File: src/hdl/tpq_pkg.sv
`default_nettype none
package tpq_pkg;

  // Field widths of one transaction.
  localparam int ACT_W  = 2;
  localparam int ID_W   = 8;
  localparam int PRIO_W = 8;
  localparam int ST_W   = 2;
  localparam int CNT_W  = 7;

  localparam int QUEUE_DEPTH_DEFAULT = 64;

  // Action codes.
  localparam logic [ACT_W-1:0] ACT_ENQ  = 2'd0;
  localparam logic [ACT_W-1:0] ACT_DQH  = 2'd1;
  localparam logic [ACT_W-1:0] ACT_DQI  = 2'd2;

  // Status codes.
  localparam logic [ST_W-1:0] ST_OK        = 2'd0;
  localparam logic [ST_W-1:0] ST_NOT_FOUND = 2'd1;
  localparam logic [ST_W-1:0] ST_FULL      = 2'd2;

  // Sequencing mode of one microinstruction.
  typedef enum logic [2:0] {
    SQ_NEXT,
    SQ_JUMP,
    SQ_BR_T,
    SQ_BR_F,
    SQ_DISPATCH
  } seq_t;

  // Branch conditions reported by the datapath.
  typedef enum logic [1:0] {
    C_FULL,
    C_EMPTY,
    C_MORE,
    C_MATCH
  } cond_t;

  // Datapath operations.
  typedef enum logic [3:0] {
    OP_NONE,
    OP_LATCH,
    OP_ENQ,
    OP_SET_FULL,
    OP_SET_NF,
    OP_CLR_SCAN,
    OP_RD_IDX,
    OP_BEST_CMP,
    OP_BEST_TAKE,
    OP_INC_IDX,
    OP_ID_HIT,
    OP_RD_NEXT,
    OP_SHIFT_WR,
    OP_DEC
  } dp_op_t;

  // Microprogram addresses.
  typedef enum logic [4:0] {
    U_IDLE     = 5'd0,
    U_ENQ      = 5'd1,
    U_ENQ_WR   = 5'd2,
    U_FULL     = 5'd3,
    U_FAIL     = 5'd4,
    U_DQH      = 5'd5,
    U_DQH_RD   = 5'd6,
    U_DQH_CMP  = 5'd7,
    U_DQH_TAKE = 5'd8,
    U_DQI      = 5'd9,
    U_DQI_RD   = 5'd10,
    U_DQI_CMP  = 5'd11,
    U_DQI_NXT  = 5'd12,
    U_DQI_MISS = 5'd13,
    U_DQI_HIT  = 5'd14,
    U_SHIFT_RD = 5'd15,
    U_SHIFT_WR = 5'd16,
    U_DEC      = 5'd17,
    U_EMIT     = 5'd18
  } upc_t;

  // One control word.
  typedef struct packed {
    seq_t   seq;
    cond_t  cond;
    upc_t   target;
    dp_op_t op;
    logic   emit;
  } ctl_t;

  // Condition flags from the datapath to the sequencer.
  typedef struct packed {
    logic full;
    logic empty;
    logic more;
    logic match;
  } sts_t;

  function automatic ctl_t mk(seq_t s, cond_t c, upc_t t, dp_op_t o, logic e);
    ctl_t w;
    w.seq    = s;
    w.cond   = c;
    w.target = t;
    w.op     = o;
    w.emit   = e;
    return w;
  endfunction

  // Control store: one word per microprogram step.
  function automatic ctl_t rom(upc_t pc);
    ctl_t w;
    unique case (pc)
      U_IDLE:     w = mk(SQ_DISPATCH, C_FULL,  U_IDLE,     OP_LATCH,     1'b0);
      U_ENQ:      w = mk(SQ_BR_T,     C_FULL,  U_FULL,     OP_NONE,      1'b0);
      U_ENQ_WR:   w = mk(SQ_JUMP,     C_FULL,  U_EMIT,     OP_ENQ,       1'b0);
      U_FULL:     w = mk(SQ_JUMP,     C_FULL,  U_EMIT,     OP_SET_FULL,  1'b0);
      U_FAIL:     w = mk(SQ_JUMP,     C_FULL,  U_EMIT,     OP_SET_NF,    1'b0);
      U_DQH:      w = mk(SQ_BR_T,     C_EMPTY, U_FAIL,     OP_CLR_SCAN,  1'b0);
      U_DQH_RD:   w = mk(SQ_NEXT,     C_FULL,  U_IDLE,     OP_RD_IDX,    1'b0);
      U_DQH_CMP:  w = mk(SQ_BR_T,     C_MORE,  U_DQH_RD,   OP_BEST_CMP,  1'b0);
      U_DQH_TAKE: w = mk(SQ_JUMP,     C_FULL,  U_SHIFT_RD, OP_BEST_TAKE, 1'b0);
      U_DQI:      w = mk(SQ_BR_T,     C_EMPTY, U_FAIL,     OP_CLR_SCAN,  1'b0);
      U_DQI_RD:   w = mk(SQ_NEXT,     C_FULL,  U_IDLE,     OP_RD_IDX,    1'b0);
      U_DQI_CMP:  w = mk(SQ_BR_T,     C_MATCH, U_DQI_HIT,  OP_NONE,      1'b0);
      U_DQI_NXT:  w = mk(SQ_BR_T,     C_MORE,  U_DQI_RD,   OP_INC_IDX,   1'b0);
      U_DQI_MISS: w = mk(SQ_JUMP,     C_FULL,  U_FAIL,     OP_NONE,      1'b0);
      U_DQI_HIT:  w = mk(SQ_JUMP,     C_FULL,  U_SHIFT_RD, OP_ID_HIT,    1'b0);
      U_SHIFT_RD: w = mk(SQ_BR_F,     C_MORE,  U_DEC,      OP_RD_NEXT,   1'b0);
      U_SHIFT_WR: w = mk(SQ_JUMP,     C_FULL,  U_SHIFT_RD, OP_SHIFT_WR,  1'b0);
      U_DEC:      w = mk(SQ_NEXT,     C_FULL,  U_IDLE,     OP_DEC,       1'b0);
      U_EMIT:     w = mk(SQ_JUMP,     C_FULL,  U_IDLE,     OP_NONE,      1'b1);
      default:    w = mk(SQ_JUMP,     C_FULL,  U_IDLE,     OP_NONE,      1'b0);
    endcase
    return w;
  endfunction

  // Entry point of the routine for each action; the unused code fails.
  function automatic upc_t dispatch(logic [ACT_W-1:0] act);
    upc_t t;
    unique case (act)
      ACT_ENQ: t = U_ENQ;
      ACT_DQH: t = U_DQH;
      ACT_DQI: t = U_DQI;
      default: t = U_FAIL;
    endcase
    return t;
  endfunction

endpackage
`default_nettype wire

File: src/hdl/tpq_mem.sv
`default_nettype none
module tpq_mem #(
  parameter int DEPTH = tpq_pkg::QUEUE_DEPTH_DEFAULT,
  parameter int WIDTH = tpq_pkg::ID_W + tpq_pkg::PRIO_W,
  localparam int AW = $clog2(DEPTH)
) (
  input  wire logic             clk,
  input  wire logic             wr_en,
  input  wire logic [AW-1:0]    wr_addr,
  input  wire logic [WIDTH-1:0] wr_data,
  input  wire logic             rd_en,
  input  wire logic [AW-1:0]    rd_addr,
  output logic      [WIDTH-1:0] rd_data
);

  logic [WIDTH-1:0] mem [DEPTH];
  logic [WIDTH-1:0] rd_data_r;

  // One write port.
  always_ff @(posedge clk) begin
    if (wr_en) begin
      mem[wr_addr] <= wr_data;
    end
  end

  // One read port with registered data.
  always_ff @(posedge clk) begin
    if (rd_en) begin
      rd_data_r <= mem[rd_addr];
    end
  end

  assign rd_data = rd_data_r;

endmodule
`default_nettype wire

File: src/hdl/tpq_seq.sv
`default_nettype none
module tpq_seq (
  input  wire logic                       clk,
  input  wire logic                       rst_n,
  input  wire logic                       start,
  input  wire logic [tpq_pkg::ACT_W-1:0]  in_action,
  input  wire tpq_pkg::sts_t              sts,
  output tpq_pkg::ctl_t                   ctl,
  output logic                            busy
);

  tpq_pkg::upc_t pc_r;
  tpq_pkg::upc_t pc_nxt;
  logic          cond_val;

  // Select the branch condition named by the control word.
  always_comb begin
    case (ctl.cond)
      tpq_pkg::C_FULL:  cond_val = sts.full;
      tpq_pkg::C_EMPTY: cond_val = sts.empty;
      tpq_pkg::C_MORE:  cond_val = sts.more;
      tpq_pkg::C_MATCH: cond_val = sts.match;
      default:          cond_val = 1'b0;
    endcase
  end

  // Next microprogram address.
  always_comb begin
    unique case (ctl.seq)
      tpq_pkg::SQ_NEXT:     pc_nxt = tpq_pkg::upc_t'(5'(pc_r + 5'd1));
      tpq_pkg::SQ_JUMP:     pc_nxt = ctl.target;
      tpq_pkg::SQ_BR_T:     pc_nxt = cond_val ? ctl.target : tpq_pkg::upc_t'(5'(pc_r + 5'd1));
      tpq_pkg::SQ_BR_F:     pc_nxt = cond_val ? tpq_pkg::upc_t'(5'(pc_r + 5'd1)) : ctl.target;
      tpq_pkg::SQ_DISPATCH: pc_nxt = start ? tpq_pkg::dispatch(in_action) : pc_r;
      default:              pc_nxt = tpq_pkg::U_IDLE;
    endcase
  end

  // Control word fetch and busy flag.
  always_comb begin
    ctl  = tpq_pkg::rom(pc_r);
    busy = (pc_r != tpq_pkg::U_IDLE);
  end

  always_ff @(posedge clk) begin
    if (!rst_n) begin
      pc_r <= tpq_pkg::U_IDLE;
    end else begin
      pc_r <= pc_nxt;
    end
  end

endmodule
`default_nettype wire

File: src/hdl/tpq_dp.sv
`default_nettype none
module tpq_dp #(
  parameter int QUEUE_DEPTH = tpq_pkg::QUEUE_DEPTH_DEFAULT
) (
  input  wire logic                        clk,
  input  wire logic                        rst_n,
  input  wire tpq_pkg::ctl_t               ctl,
  input  wire logic [tpq_pkg::ID_W-1:0]    in_task_id,
  input  wire logic [tpq_pkg::PRIO_W-1:0]  in_priority_req,
  output tpq_pkg::sts_t                    sts,
  output logic                             out_valid,
  output logic [tpq_pkg::ID_W-1:0]         out_result_id,
  output logic [tpq_pkg::ST_W-1:0]         out_status,
  output logic [tpq_pkg::CNT_W-1:0]        out_entry_count
);

  localparam int IW = $clog2(QUEUE_DEPTH);
  localparam int CW = $clog2(QUEUE_DEPTH + 1);
  localparam int EW = tpq_pkg::ID_W + tpq_pkg::PRIO_W;

  logic [CW-1:0]              occ_r, occ_nxt;
  logic [IW-1:0]              idx_r, idx_nxt;
  logic [IW-1:0]              best_idx_r, best_idx_nxt;
  logic [tpq_pkg::PRIO_W-1:0] best_prio_r, best_prio_nxt;
  logic [tpq_pkg::ID_W-1:0]   best_id_r, best_id_nxt;
  logic                       found_r, found_nxt;
  logic [tpq_pkg::ID_W-1:0]   tid_r, tid_nxt;
  logic [tpq_pkg::PRIO_W-1:0] prio_r, prio_nxt;
  logic [tpq_pkg::ID_W-1:0]   rid_r, rid_nxt;
  logic [tpq_pkg::ST_W-1:0]   st_r, st_nxt;
  logic                       valid_r;
  logic [tpq_pkg::ID_W-1:0]   res_id_r;
  logic [tpq_pkg::ST_W-1:0]   res_st_r;
  logic [tpq_pkg::CNT_W-1:0]  res_cnt_r;

  logic                       wr_en;
  logic [IW-1:0]              wr_addr;
  logic [EW-1:0]              wr_data;
  logic                       rd_en;
  logic [IW-1:0]              rd_addr;
  logic [EW-1:0]              rd_data;
  logic [tpq_pkg::ID_W-1:0]   rd_id;
  logic [tpq_pkg::PRIO_W-1:0] rd_prio;
  logic [IW-1:0]              idx_inc;

  tpq_mem #(
    .DEPTH (QUEUE_DEPTH),
    .WIDTH (EW)
  ) u_mem (
    .clk     (clk),
    .wr_en   (wr_en),
    .wr_addr (wr_addr),
    .wr_data (wr_data),
    .rd_en   (rd_en),
    .rd_addr (rd_addr),
    .rd_data (rd_data)
  );

  assign rd_id   = rd_data[EW-1:tpq_pkg::PRIO_W];
  assign rd_prio = rd_data[tpq_pkg::PRIO_W-1:0];
  assign idx_inc = IW'(idx_r + IW'(1));

  // Condition flags for the sequencer.
  always_comb begin
    sts.full  = (occ_r == CW'(QUEUE_DEPTH));
    sts.empty = (occ_r == '0);
    sts.more  = ((CW+1)'(idx_r) + (CW+1)'(1)) < (CW+1)'(occ_r);
    sts.match = (rd_id == tid_r);
  end

  // Memory port control.
  always_comb begin
    wr_en   = 1'b0;
    wr_addr = idx_r;
    wr_data = rd_data;
    rd_en   = 1'b0;
    rd_addr = idx_r;
    case (ctl.op)
      tpq_pkg::OP_ENQ: begin
        wr_en   = 1'b1;
        wr_addr = IW'(occ_r);
        wr_data = {tid_r, prio_r};
      end
      tpq_pkg::OP_SHIFT_WR: begin
        wr_en = 1'b1;
      end
      tpq_pkg::OP_RD_IDX: begin
        rd_en = 1'b1;
      end
      tpq_pkg::OP_RD_NEXT: begin
        rd_en   = 1'b1;
        rd_addr = idx_inc;
      end
      default: begin
        wr_en = 1'b0;
      end
    endcase
  end

  // Register updates for each datapath operation.
  always_comb begin
    occ_nxt       = occ_r;
    idx_nxt       = idx_r;
    best_idx_nxt  = best_idx_r;
    best_prio_nxt = best_prio_r;
    best_id_nxt   = best_id_r;
    found_nxt     = found_r;
    tid_nxt       = tid_r;
    prio_nxt      = prio_r;
    rid_nxt       = rid_r;
    st_nxt        = st_r;
    case (ctl.op)
      tpq_pkg::OP_LATCH: begin
        tid_nxt  = in_task_id;
        prio_nxt = in_priority_req;
      end
      tpq_pkg::OP_ENQ: begin
        occ_nxt = CW'(occ_r + CW'(1));
        rid_nxt = tid_r;
        st_nxt  = tpq_pkg::ST_OK;
      end
      tpq_pkg::OP_SET_FULL: begin
        rid_nxt = '0;
        st_nxt  = tpq_pkg::ST_FULL;
      end
      tpq_pkg::OP_SET_NF: begin
        rid_nxt = '0;
        st_nxt  = tpq_pkg::ST_NOT_FOUND;
      end
      tpq_pkg::OP_CLR_SCAN: begin
        idx_nxt   = '0;
        found_nxt = 1'b0;
      end
      tpq_pkg::OP_BEST_CMP: begin
        // Strictly greater keeps the earliest entry among equal priorities.
        if (!found_r || (rd_prio > best_prio_r)) begin
          best_idx_nxt  = idx_r;
          best_prio_nxt = rd_prio;
          best_id_nxt   = rd_id;
        end
        found_nxt = 1'b1;
        idx_nxt   = idx_inc;
      end
      tpq_pkg::OP_BEST_TAKE: begin
        idx_nxt = best_idx_r;
        rid_nxt = best_id_r;
        st_nxt  = tpq_pkg::ST_OK;
      end
      tpq_pkg::OP_INC_IDX: begin
        idx_nxt = idx_inc;
      end
      tpq_pkg::OP_ID_HIT: begin
        rid_nxt = rd_id;
        st_nxt  = tpq_pkg::ST_OK;
      end
      tpq_pkg::OP_SHIFT_WR: begin
        idx_nxt = idx_inc;
      end
      tpq_pkg::OP_DEC: begin
        occ_nxt = CW'(occ_r - CW'(1));
      end
      default: begin
        occ_nxt = occ_r;
      end
    endcase
  end

  // Control state.
  always_ff @(posedge clk) begin
    if (!rst_n) begin
      occ_r   <= '0;
      valid_r <= 1'b0;
    end else begin
      occ_r   <= occ_nxt;
      valid_r <= ctl.emit;
    end
  end

  // Working and result registers.
  always_ff @(posedge clk) begin
    idx_r       <= idx_nxt;
    best_idx_r  <= best_idx_nxt;
    best_prio_r <= best_prio_nxt;
    best_id_r   <= best_id_nxt;
    found_r     <= found_nxt;
    tid_r       <= tid_nxt;
    prio_r      <= prio_nxt;
    rid_r       <= rid_nxt;
    st_r        <= st_nxt;
    if (ctl.emit) begin
      res_id_r  <= rid_r;
      res_st_r  <= st_r;
      res_cnt_r <= tpq_pkg::CNT_W'(occ_r);
    end
  end

  assign out_valid       = valid_r;
  assign out_result_id   = res_id_r;
  assign out_status      = res_st_r;
  assign out_entry_count = res_cnt_r;

endmodule
`default_nettype wire

File: src/hdl/task_priority_queue.sv
`default_nettype none
// Channel   Ports                                         Handshake
// input     in_action, in_task_id, in_priority_req        start high and busy low
// result    out_result_id, out_status, out_entry_count    out_valid high for one cycle
//
// Each action runs as a microprogram routine. Dequeue by priority scans all N entries held,
// dequeue by id scans the P entries ahead of the match (all N on a missed id), and a removal
// shifts forward the M entries behind the removed one; the memory reads one slot per cycle,
// registered.
// Reset clears the entry count and the sequencer; no clearing pass is needed.
// The receiver cannot stall; the next transaction may be accepted while the strobe is high.
module task_priority_queue #(
  parameter int QUEUE_DEPTH = tpq_pkg::QUEUE_DEPTH_DEFAULT
) (
  input  wire logic                        clk,
  input  wire logic                        rst_n,
  input  wire logic                        start,
  output logic                             busy,
  input  wire logic [tpq_pkg::ACT_W-1:0]   in_action,
  input  wire logic [tpq_pkg::ID_W-1:0]    in_task_id,
  input  wire logic [tpq_pkg::PRIO_W-1:0]  in_priority_req,
  output logic                             out_valid,
  output logic [tpq_pkg::ID_W-1:0]         out_result_id,
  output logic [tpq_pkg::ST_W-1:0]         out_status,
  output logic [tpq_pkg::CNT_W-1:0]        out_entry_count
);

  tpq_pkg::ctl_t ctl;
  tpq_pkg::sts_t sts;

  // Microprogram sequencer.
  tpq_seq u_seq (
    .clk       (clk),
    .rst_n     (rst_n),
    .start     (start),
    .in_action (in_action),
    .sts       (sts),
    .ctl       (ctl),
    .busy      (busy)
  );

  // Queue datapath with the entry memory.
  tpq_dp #(
    .QUEUE_DEPTH (QUEUE_DEPTH)
  ) u_dp (
    .clk             (clk),
    .rst_n           (rst_n),
    .ctl             (ctl),
    .in_task_id      (in_task_id),
    .in_priority_req (in_priority_req),
    .sts             (sts),
    .out_valid       (out_valid),
    .out_result_id   (out_result_id),
    .out_status      (out_status),
    .out_entry_count (out_entry_count)
  );

endmodule
`default_nettype wire

File: config.mk
export PLATFORM = sky130hd
export DESIGN_NAME = task_priority_queue
export DESIGN_NICKNAME = d
export VERILOG_FILES = /design/src/hdl/tpq_pkg.sv /design/src/hdl/tpq_mem.sv /design/src/hdl/tpq_seq.sv /design/src/hdl/tpq_dp.sv /design/src/hdl/task_priority_queue.sv
export SDC_FILE = /design/constraint.sdc
export NUM_CORES = 1
export LEC_CHECK = 0
export CORE_MARGIN = 2
export CORE_UTILIZATION = 58
export CTS_CLUSTER_DIAMETER = 30
export DETAILED_ROUTE_END_ITERATION = 12
export DONT_BUFFER_PORTS = 1
export GPL_ROUTABILITY_DRIVEN = 0
export GPL_TIMING_DRIVEN = 1
export PLACE_DENSITY_LB_ADDON = 0.1
export SLEW_MARGIN = 30
export SYNTH_ARGS = -nofsm -noshare
export SYNTH_HDL_FRONTEND = slang
export SYNTH_SLANG_ARGS = --single-unit
export TNS_END_PERCENT = 20
File: constraint.sdc
create_clock -name clk -period 12.65 [get_ports clk]
set_input_delay 0.6325 -clock clk [delete_from_list [all_inputs] [get_ports clk]]
set_output_delay 0.6325 -clock clk [all_outputs]
set_load 0.03 [all_outputs]
==> impl_metrics.json, run 1 <==
{
  "status": "finished clean",
  "rsz0062_at_grt": "false",
  "hold_viol": 0,
  "cts-root-buf": "clkbuf_16",
  "syn-cell-area_um2": 45000,
  "crit_path_max_fanout": 130,
  "ys_top_cells_by_area": "edfxtp_1 (74%), mux4_2 (17%), dfxtp_1 (1.2%), nor2_1 (0.83%), ha_1 (0.81%)",
  "ios": 40,
  "finalSetupViolCount": 0,
  "drt_iter0_drc": 3066,
  "h-tree-depth": 4,
  "cts_buffer_depth": 3,
  "n_antenna_cell": 0,
  "max_cap_violations": 0,
  "finalMaxSlewViolations": 0,
  "instances_no_fill": 3492,
  "slew-limit-headroom_pct": 31.1,
  "grt_overflow": 0,
  "ys_ff_latch": 1140,
  "tns_ps": 0,
  "final_nets": 2335,
  "layout-drive-gt1-share_pct": 32.7,
  "regArea_um2": 34000,
  "yosysWarnings": 0,
  "portBuffers": 0,
  "worstSetupStartpointType": "flop",
  "clkLatencyLatePin_ps": 760,
  "die_area_um2": 79900,
  "track_usage_pct": 28.8,
  "n_fill_cell": 4632,
  "cts_tree": "done",
  "finClkSkew_ps": 33.4,
  "routedWlPerCell_um": 31.8,
  "crit_arrival_ps": 6140,
  "tightestPinTransition_ps": 1030,
  "synth_top_area_cell": "edfxtp_1",
  "rows": 102,
  "syn2layout_area_growth_pct": 19.3,
  "period_share_pct": 44.9,
  "ant_nets": 0,
  "irDropWorstVdd_mv": 0.135,
  "ctsResizeCount": 0,
  "start_util_pct": 58.3,
  "yosys_most_used_dff": "edfxtp_1",
  "synth_top_cell_area_share_pct": 74.2,
  "path_clk_slew_ps": 40,
  "multi_input_area_um2": 10700,
  "post-place-ws_ps": 6990,
  "grt_pass1_vias": 23135,
  "die_w_um": 283,
  "fmax_ghz": 0.176,
  "crit_path_end_kind": "flop",
  "synth_nets": 2127,
  "worst_slack_ps": 6980,
  "hpwlAfterDp_um": 62800,
  "synth_seq_area_share_pct": 75.4,
  "period_minus_slack_ps": 5670,
  "cts_sinks": 1140,
  "vias": 22523,
  "place_inst": 3111,
  "grt_pass1_wl_um": 161000,
  "crit_required_ps": 13120,
  "synth.distinct_cells": 68,
  "drt_first_pass_iters": 5,
  "post_cts_buffers": 0,
  "p_leak_nw": 17.5,
  "fp.dieH_um": 283,
  "synthCells": 2076,
  "routed_wl_um": 111000,
  "drc": 0,
  "async_reset_ff_share_pct": 0,
  "antenna_found_initial": 2,
  "synth_edf_count": 1112,
  "synth_commonest_cells": "edfxtp_1 (1,112), mux4_2 (336), nor2_1 (100)",
  "grt_max_degree": 131,
  "worst-setup-path-type": "flop to flop",
  "cts_buffers": 192,
  "avgSynthCellArea_um2": 21.7,
  "synth_most_common_cell": "edfxtp_1",
  "min_path_type": "input port to flop",
  "viasPerCell": 6.45,
  "coreArea_um2": 77200,
  "powerDensity_nw_per_um2": 204
}
[state kept, by name (all words and copies together), names as in the netlist, 7 cells and up]
name                  count
u_dp.best_id_r            8
u_dp.best_prio_r          8
u_dp.occ_r                7
u_dp.out_entry_count      7
u_dp.out_result_id        8
u_dp.prio_r               8
u_dp.rid_r                8
u_dp.tid_r                8
u_dp.u_mem.mem         1024
u_dp.u_mem.rd_data       16
u_seq.ctl                15
[critical path, stage by stage, from the launching register on]
cell	delay [ps]
dfxtp_1	580
nand2b_2	290
or2_1	260
nor2_1	110
a21oi_4	160
buf_12	500
buf_4	860
buf_4	550
buf_12	310
mux4_2	400
mux4_2	550
mux4_2	460
[kinds of logic after synthesis]
family	Yosys count	synth area share (%)
XOR/XNOR	29	0.564
buffers and inverters	136	1.23
adder cells (fa/ha/maj)	30	0.850
flip-flops	1140	75.4
AND/OR/NAND/NOR	256	2.66
multiplexers	369	17.6
AO/OA/AOI/OAI	116	1.71
[power breakdown]
part	switching [mW]	internal, mW	total, mW
Clock	1.90	3.35	5.25
Combinational	0.763	0.591	1.35
Sequential	0.0809	4.26	4.34
[through the flow]
step | hold slack (ps) | utilization, % | area [µm²] | power (mW)
after floorplan | 400 | - | 45000 | 5.31
after global placement | 409 | 60.5 | 46700 | 5.73
after detailed placement | 412 | 60.6 | 46800 | 5.76
after CTS | 11.0 | 69.5 | 53700 | 11.0
after global routing | 33.3 | 69.6 | 53700 | 11.3
final | 55.3 | 69.6 | 53700 | 10.9
[final cells by class]
cell class              instances  share of cell area [%]
repair buffers                106                    1.72
clock buffers                 209                    9.08
well taps                    1040                    2.42
multi-input cells             800                    19.9
inverters                      44                   0.307
flip-flops and latches       1140                    63.2
clock inverters               153                    3.36
[metal layers]
layer	vias up	GRT usage [%]	share of wire [%]
met1	11870	39.1	38
met3	245	7.26	9.2
li1	9220	-	-
met4	4	11.5	3.7
met5	-	0	0.027
met2	1184	45.6	49
[cells in the final DEF, fill, tap and decap left out, drive strengths merged, types with 6 or more instances in the layout]
master / n
edfxtp: 1112
mux4: 336
clkbuf: 209
nor2: 101
buf: 89
inv: 79
clkinv: 68
nand2: 56
nand3: 37
ha: 29
o21ai: 29
dfxtp: 28
a21oi: 28
bufinv: 25
clkinvlp: 25
xnor2: 20
mux2: 20
dlygate4sd3: 17
nand2b: 15
mux2i: 13
xor2: 9
a222oi: 8
a21o: 8
nand4: 7
nor3: 7
and2: 6
[final timing paths]
kind	to	from	cells after the start	slack, ps
worst max-delay path	u_dp.u_mem.rd_data[14]	u_seq.ctl[3]	11	6980
worst min-delay path	u_seq.ctl[12]	rst_n	2	60
worst max register to register	u_dp.u_mem.rd_data[14]	u_seq.ctl[3]	11	6980
worst min register to register	u_dp.out_status[0]	u_dp.st_r[0]	0	420
[repair_timing]
action,CTS,global route
hold endpoints to repair,18,0
hold buffers,17,0
setup endpoints to repair,0,0
No activity file was read; power rests on OpenSTA's default activity.
==> run 2: changes to the inputs <==
clock period = 5.7 ns   (was 12.65 ns; I/O delays follow)
==> run 2 against run 1 <==
Combinational power rose by 120%. Global-route usage decreased by 2.8 points. Register-to-register slack worse by 6200 ps. Largest cell class unchanged. Highest routed layer is now met4.
==> impl_metrics.json, run 2 (same netlist as run 1, synthesis figures left out) <==
{
  "period_share_pct": 86.4,
  "die_w_um": 283,
  "cts_sinks": 1140,
  "crit_path_max_fanout": 10,
  "grt_max_degree": 110,
  "h-tree-depth": 4,
  "fmax_ghz": 0.203,
  "cts_tree": "done",
  "reg2reg_from": "u_dp.idx_r[0]",
  "p_leak_nw": 17.5,
  "antenna_found_initial": 1,
  "regArea_um2": 34000,
  "hold_viol": 0,
  "hold_depth": 1,
  "place_inst": 3113,
  "grt_pass1_wl_um": 149000,
  "finClkSkew_ps": 32.5,
  "path_clk_slew_ps": 50,
  "worst-setup-path-type": "flop to flop",
  "finalMaxSlewViolations": 0,
  "start_util_pct": 58.3,
  "hpwlAfterDp_um": 58400,
  "ios": 40,
  "max_cap_violations": 0,
  "ff2ff_path_depth": 18,
  "final_cell_mix": "edfxtp_1 (1,112), mux4_2 (336), clkbuf_16 (194)",
  "fin_util_pct": 69.7,
  "finalInstanceArea_um2": 53800,
  "power_mw": 24.5,
  "portBuffers": 0,
  "n_fill_cell": 4604,
  "irDropWorstVdd_mv": 0.286,
  "die_area_um2": 79900,
  "grt_overflow": 0,
  "drt_iter0_drc": 2643,
  "grt_pass1_vias": 22433,
  "ant_nets": 0,
  "rows": 102,
  "final_nets": 2337,
  "cts_buffer_depth": 3,
  "clkLatencyLatePin_ps": 740,
  "routed_wl_um": 101000,
  "rsz0062_at_grt": "false",
  "crit_arrival_ps": 5530,
  "regToRegSetupSlack_ps": 780,
  "min_path_type": "input port to flop",
  "post_cts_buffers": 0,
  "timing.rr.end": "u_seq.ctl[7]",
  "hold_path_end": "u_dp.tid_r[1]",
  "coreArea_um2": 77200,
  "status": "finished clean",
  "final_common_cell": "edfxtp_1",
  "grt_use_met2_pct": 40.2,
  "tns_ps": 0,
  "regMostFlops": "u_dp.u_mem.mem",
  "worstSetupStartpointType": "flop",
  "top_usage_layer": "met2",
  "cts-root-buf": "clkbuf_16",
  "worst_slack_ps": 778,
  "place_area_um2": 46800,
  "period_minus_slack_ps": 4920,
  "crit_required_ps": 6310,
  "largest_reg_flops": 1024,
  "post-place-ws_ps": 940,
  "syn2layout_area_growth_pct": 19.5,
  "vias": 22031,
  "fin_hold_ws_ps": 180,
  "tightestPinTransition_ps": 1010,
  "crit_path_end_kind": "flop",
  "routedWlPerCell_um": 28.9,
  "powerDensity_nw_per_um2": 455,
  "fp.dieH_um": 283,
  "gr-usage-met3_pct": 4.77,
  "hp-start": "in_task_id[1]",
  "drc": 0,
  "cts_buffers": 193,
  "gr-usage-met1_pct": 38.8,
  "slew-limit-headroom_pct": 32.2,
  "viasPerCell": 6.31,
  "track_usage_pct": 26.0,
  "instances_no_fill": 3493,
  "multi_input_area_um2": 10700,
  "finalSetupViolCount": 0,
  "layout-drive-gt1-share_pct": 31.9,
  "drt_first_pass_iters": 11
}
run 2: how the worst max path moves through the flow:
stage	startpoint	endpoint	slack [ps]
after floorplan	u_seq.ctl[3]	u_dp.u_mem.mem[0][0]	1450
after global placement	u_dp.idx_r[0]	u_seq.ctl[6]	1150
after detailed placement	u_dp.idx_r[0]	u_seq.ctl[7]	940
after CTS	u_dp.idx_r[0]	u_seq.ctl[7]	900
after global routing	u_dp.idx_r[0]	u_seq.ctl[7]	480
final	u_dp.idx_r[0]	u_seq.ctl[7]	780
run 2: area by class of cell:
type / count / area share, %
Sequential cell: 1140 / 63.1
Multi-Input combinational cell: 800 / 19.8
Clock buffer: 212 / 9.16
Clock inverter: 149 / 3.45
Tap cell: 1040 / 2.42
Timing Repair Buffer: 107 / 1.77
Inverter: 44 / 0.307
Antenna cell: 1 / 0.00465
run 2: power by group:
part / total [mW] / leakage [nW] / switching (mW) / internal [mW]
Combinational: 3.03 / 4.06 / 1.72 / 1.31
Sequential: 9.65 / 10.2 / 0.180 / 9.47
Clock: 11.8 / 3.24 / 3.99 / 7.84
Total: 24.5 / 17.5 / 5.89 / 18.6
run 2: repair_timing:
action,CTS,global route
hold buffers,17,0
gates resized for setup,0,0
hold endpoints to repair,39,0
run 2: critical path: stages (launching register included):
cell and delay [ps]:
edfxtp_1 560, ha_1 290, nand3_1 160, xor2_1 200
inv_1 70, ha_1 270, nand3_1 90, a311oi_1 430
o211ai_1 130, mux2_2 350, and2_1 150, o221ai_1 650
and2_1 350, inv_1 130, ha_1 350, inv_1 130
o21ai_0 110, a32oi_1 250, o2bb2ai_1 110
run 2: routing by layer:
layer	vias to the layer above	routed length (µm)	share of wire, %
met5	-	0	0
met4	0	2150	2.1
met3	154	7300	7.2
met2	975	48500	48
met1	11691	42900	43
li1	9211	-	-
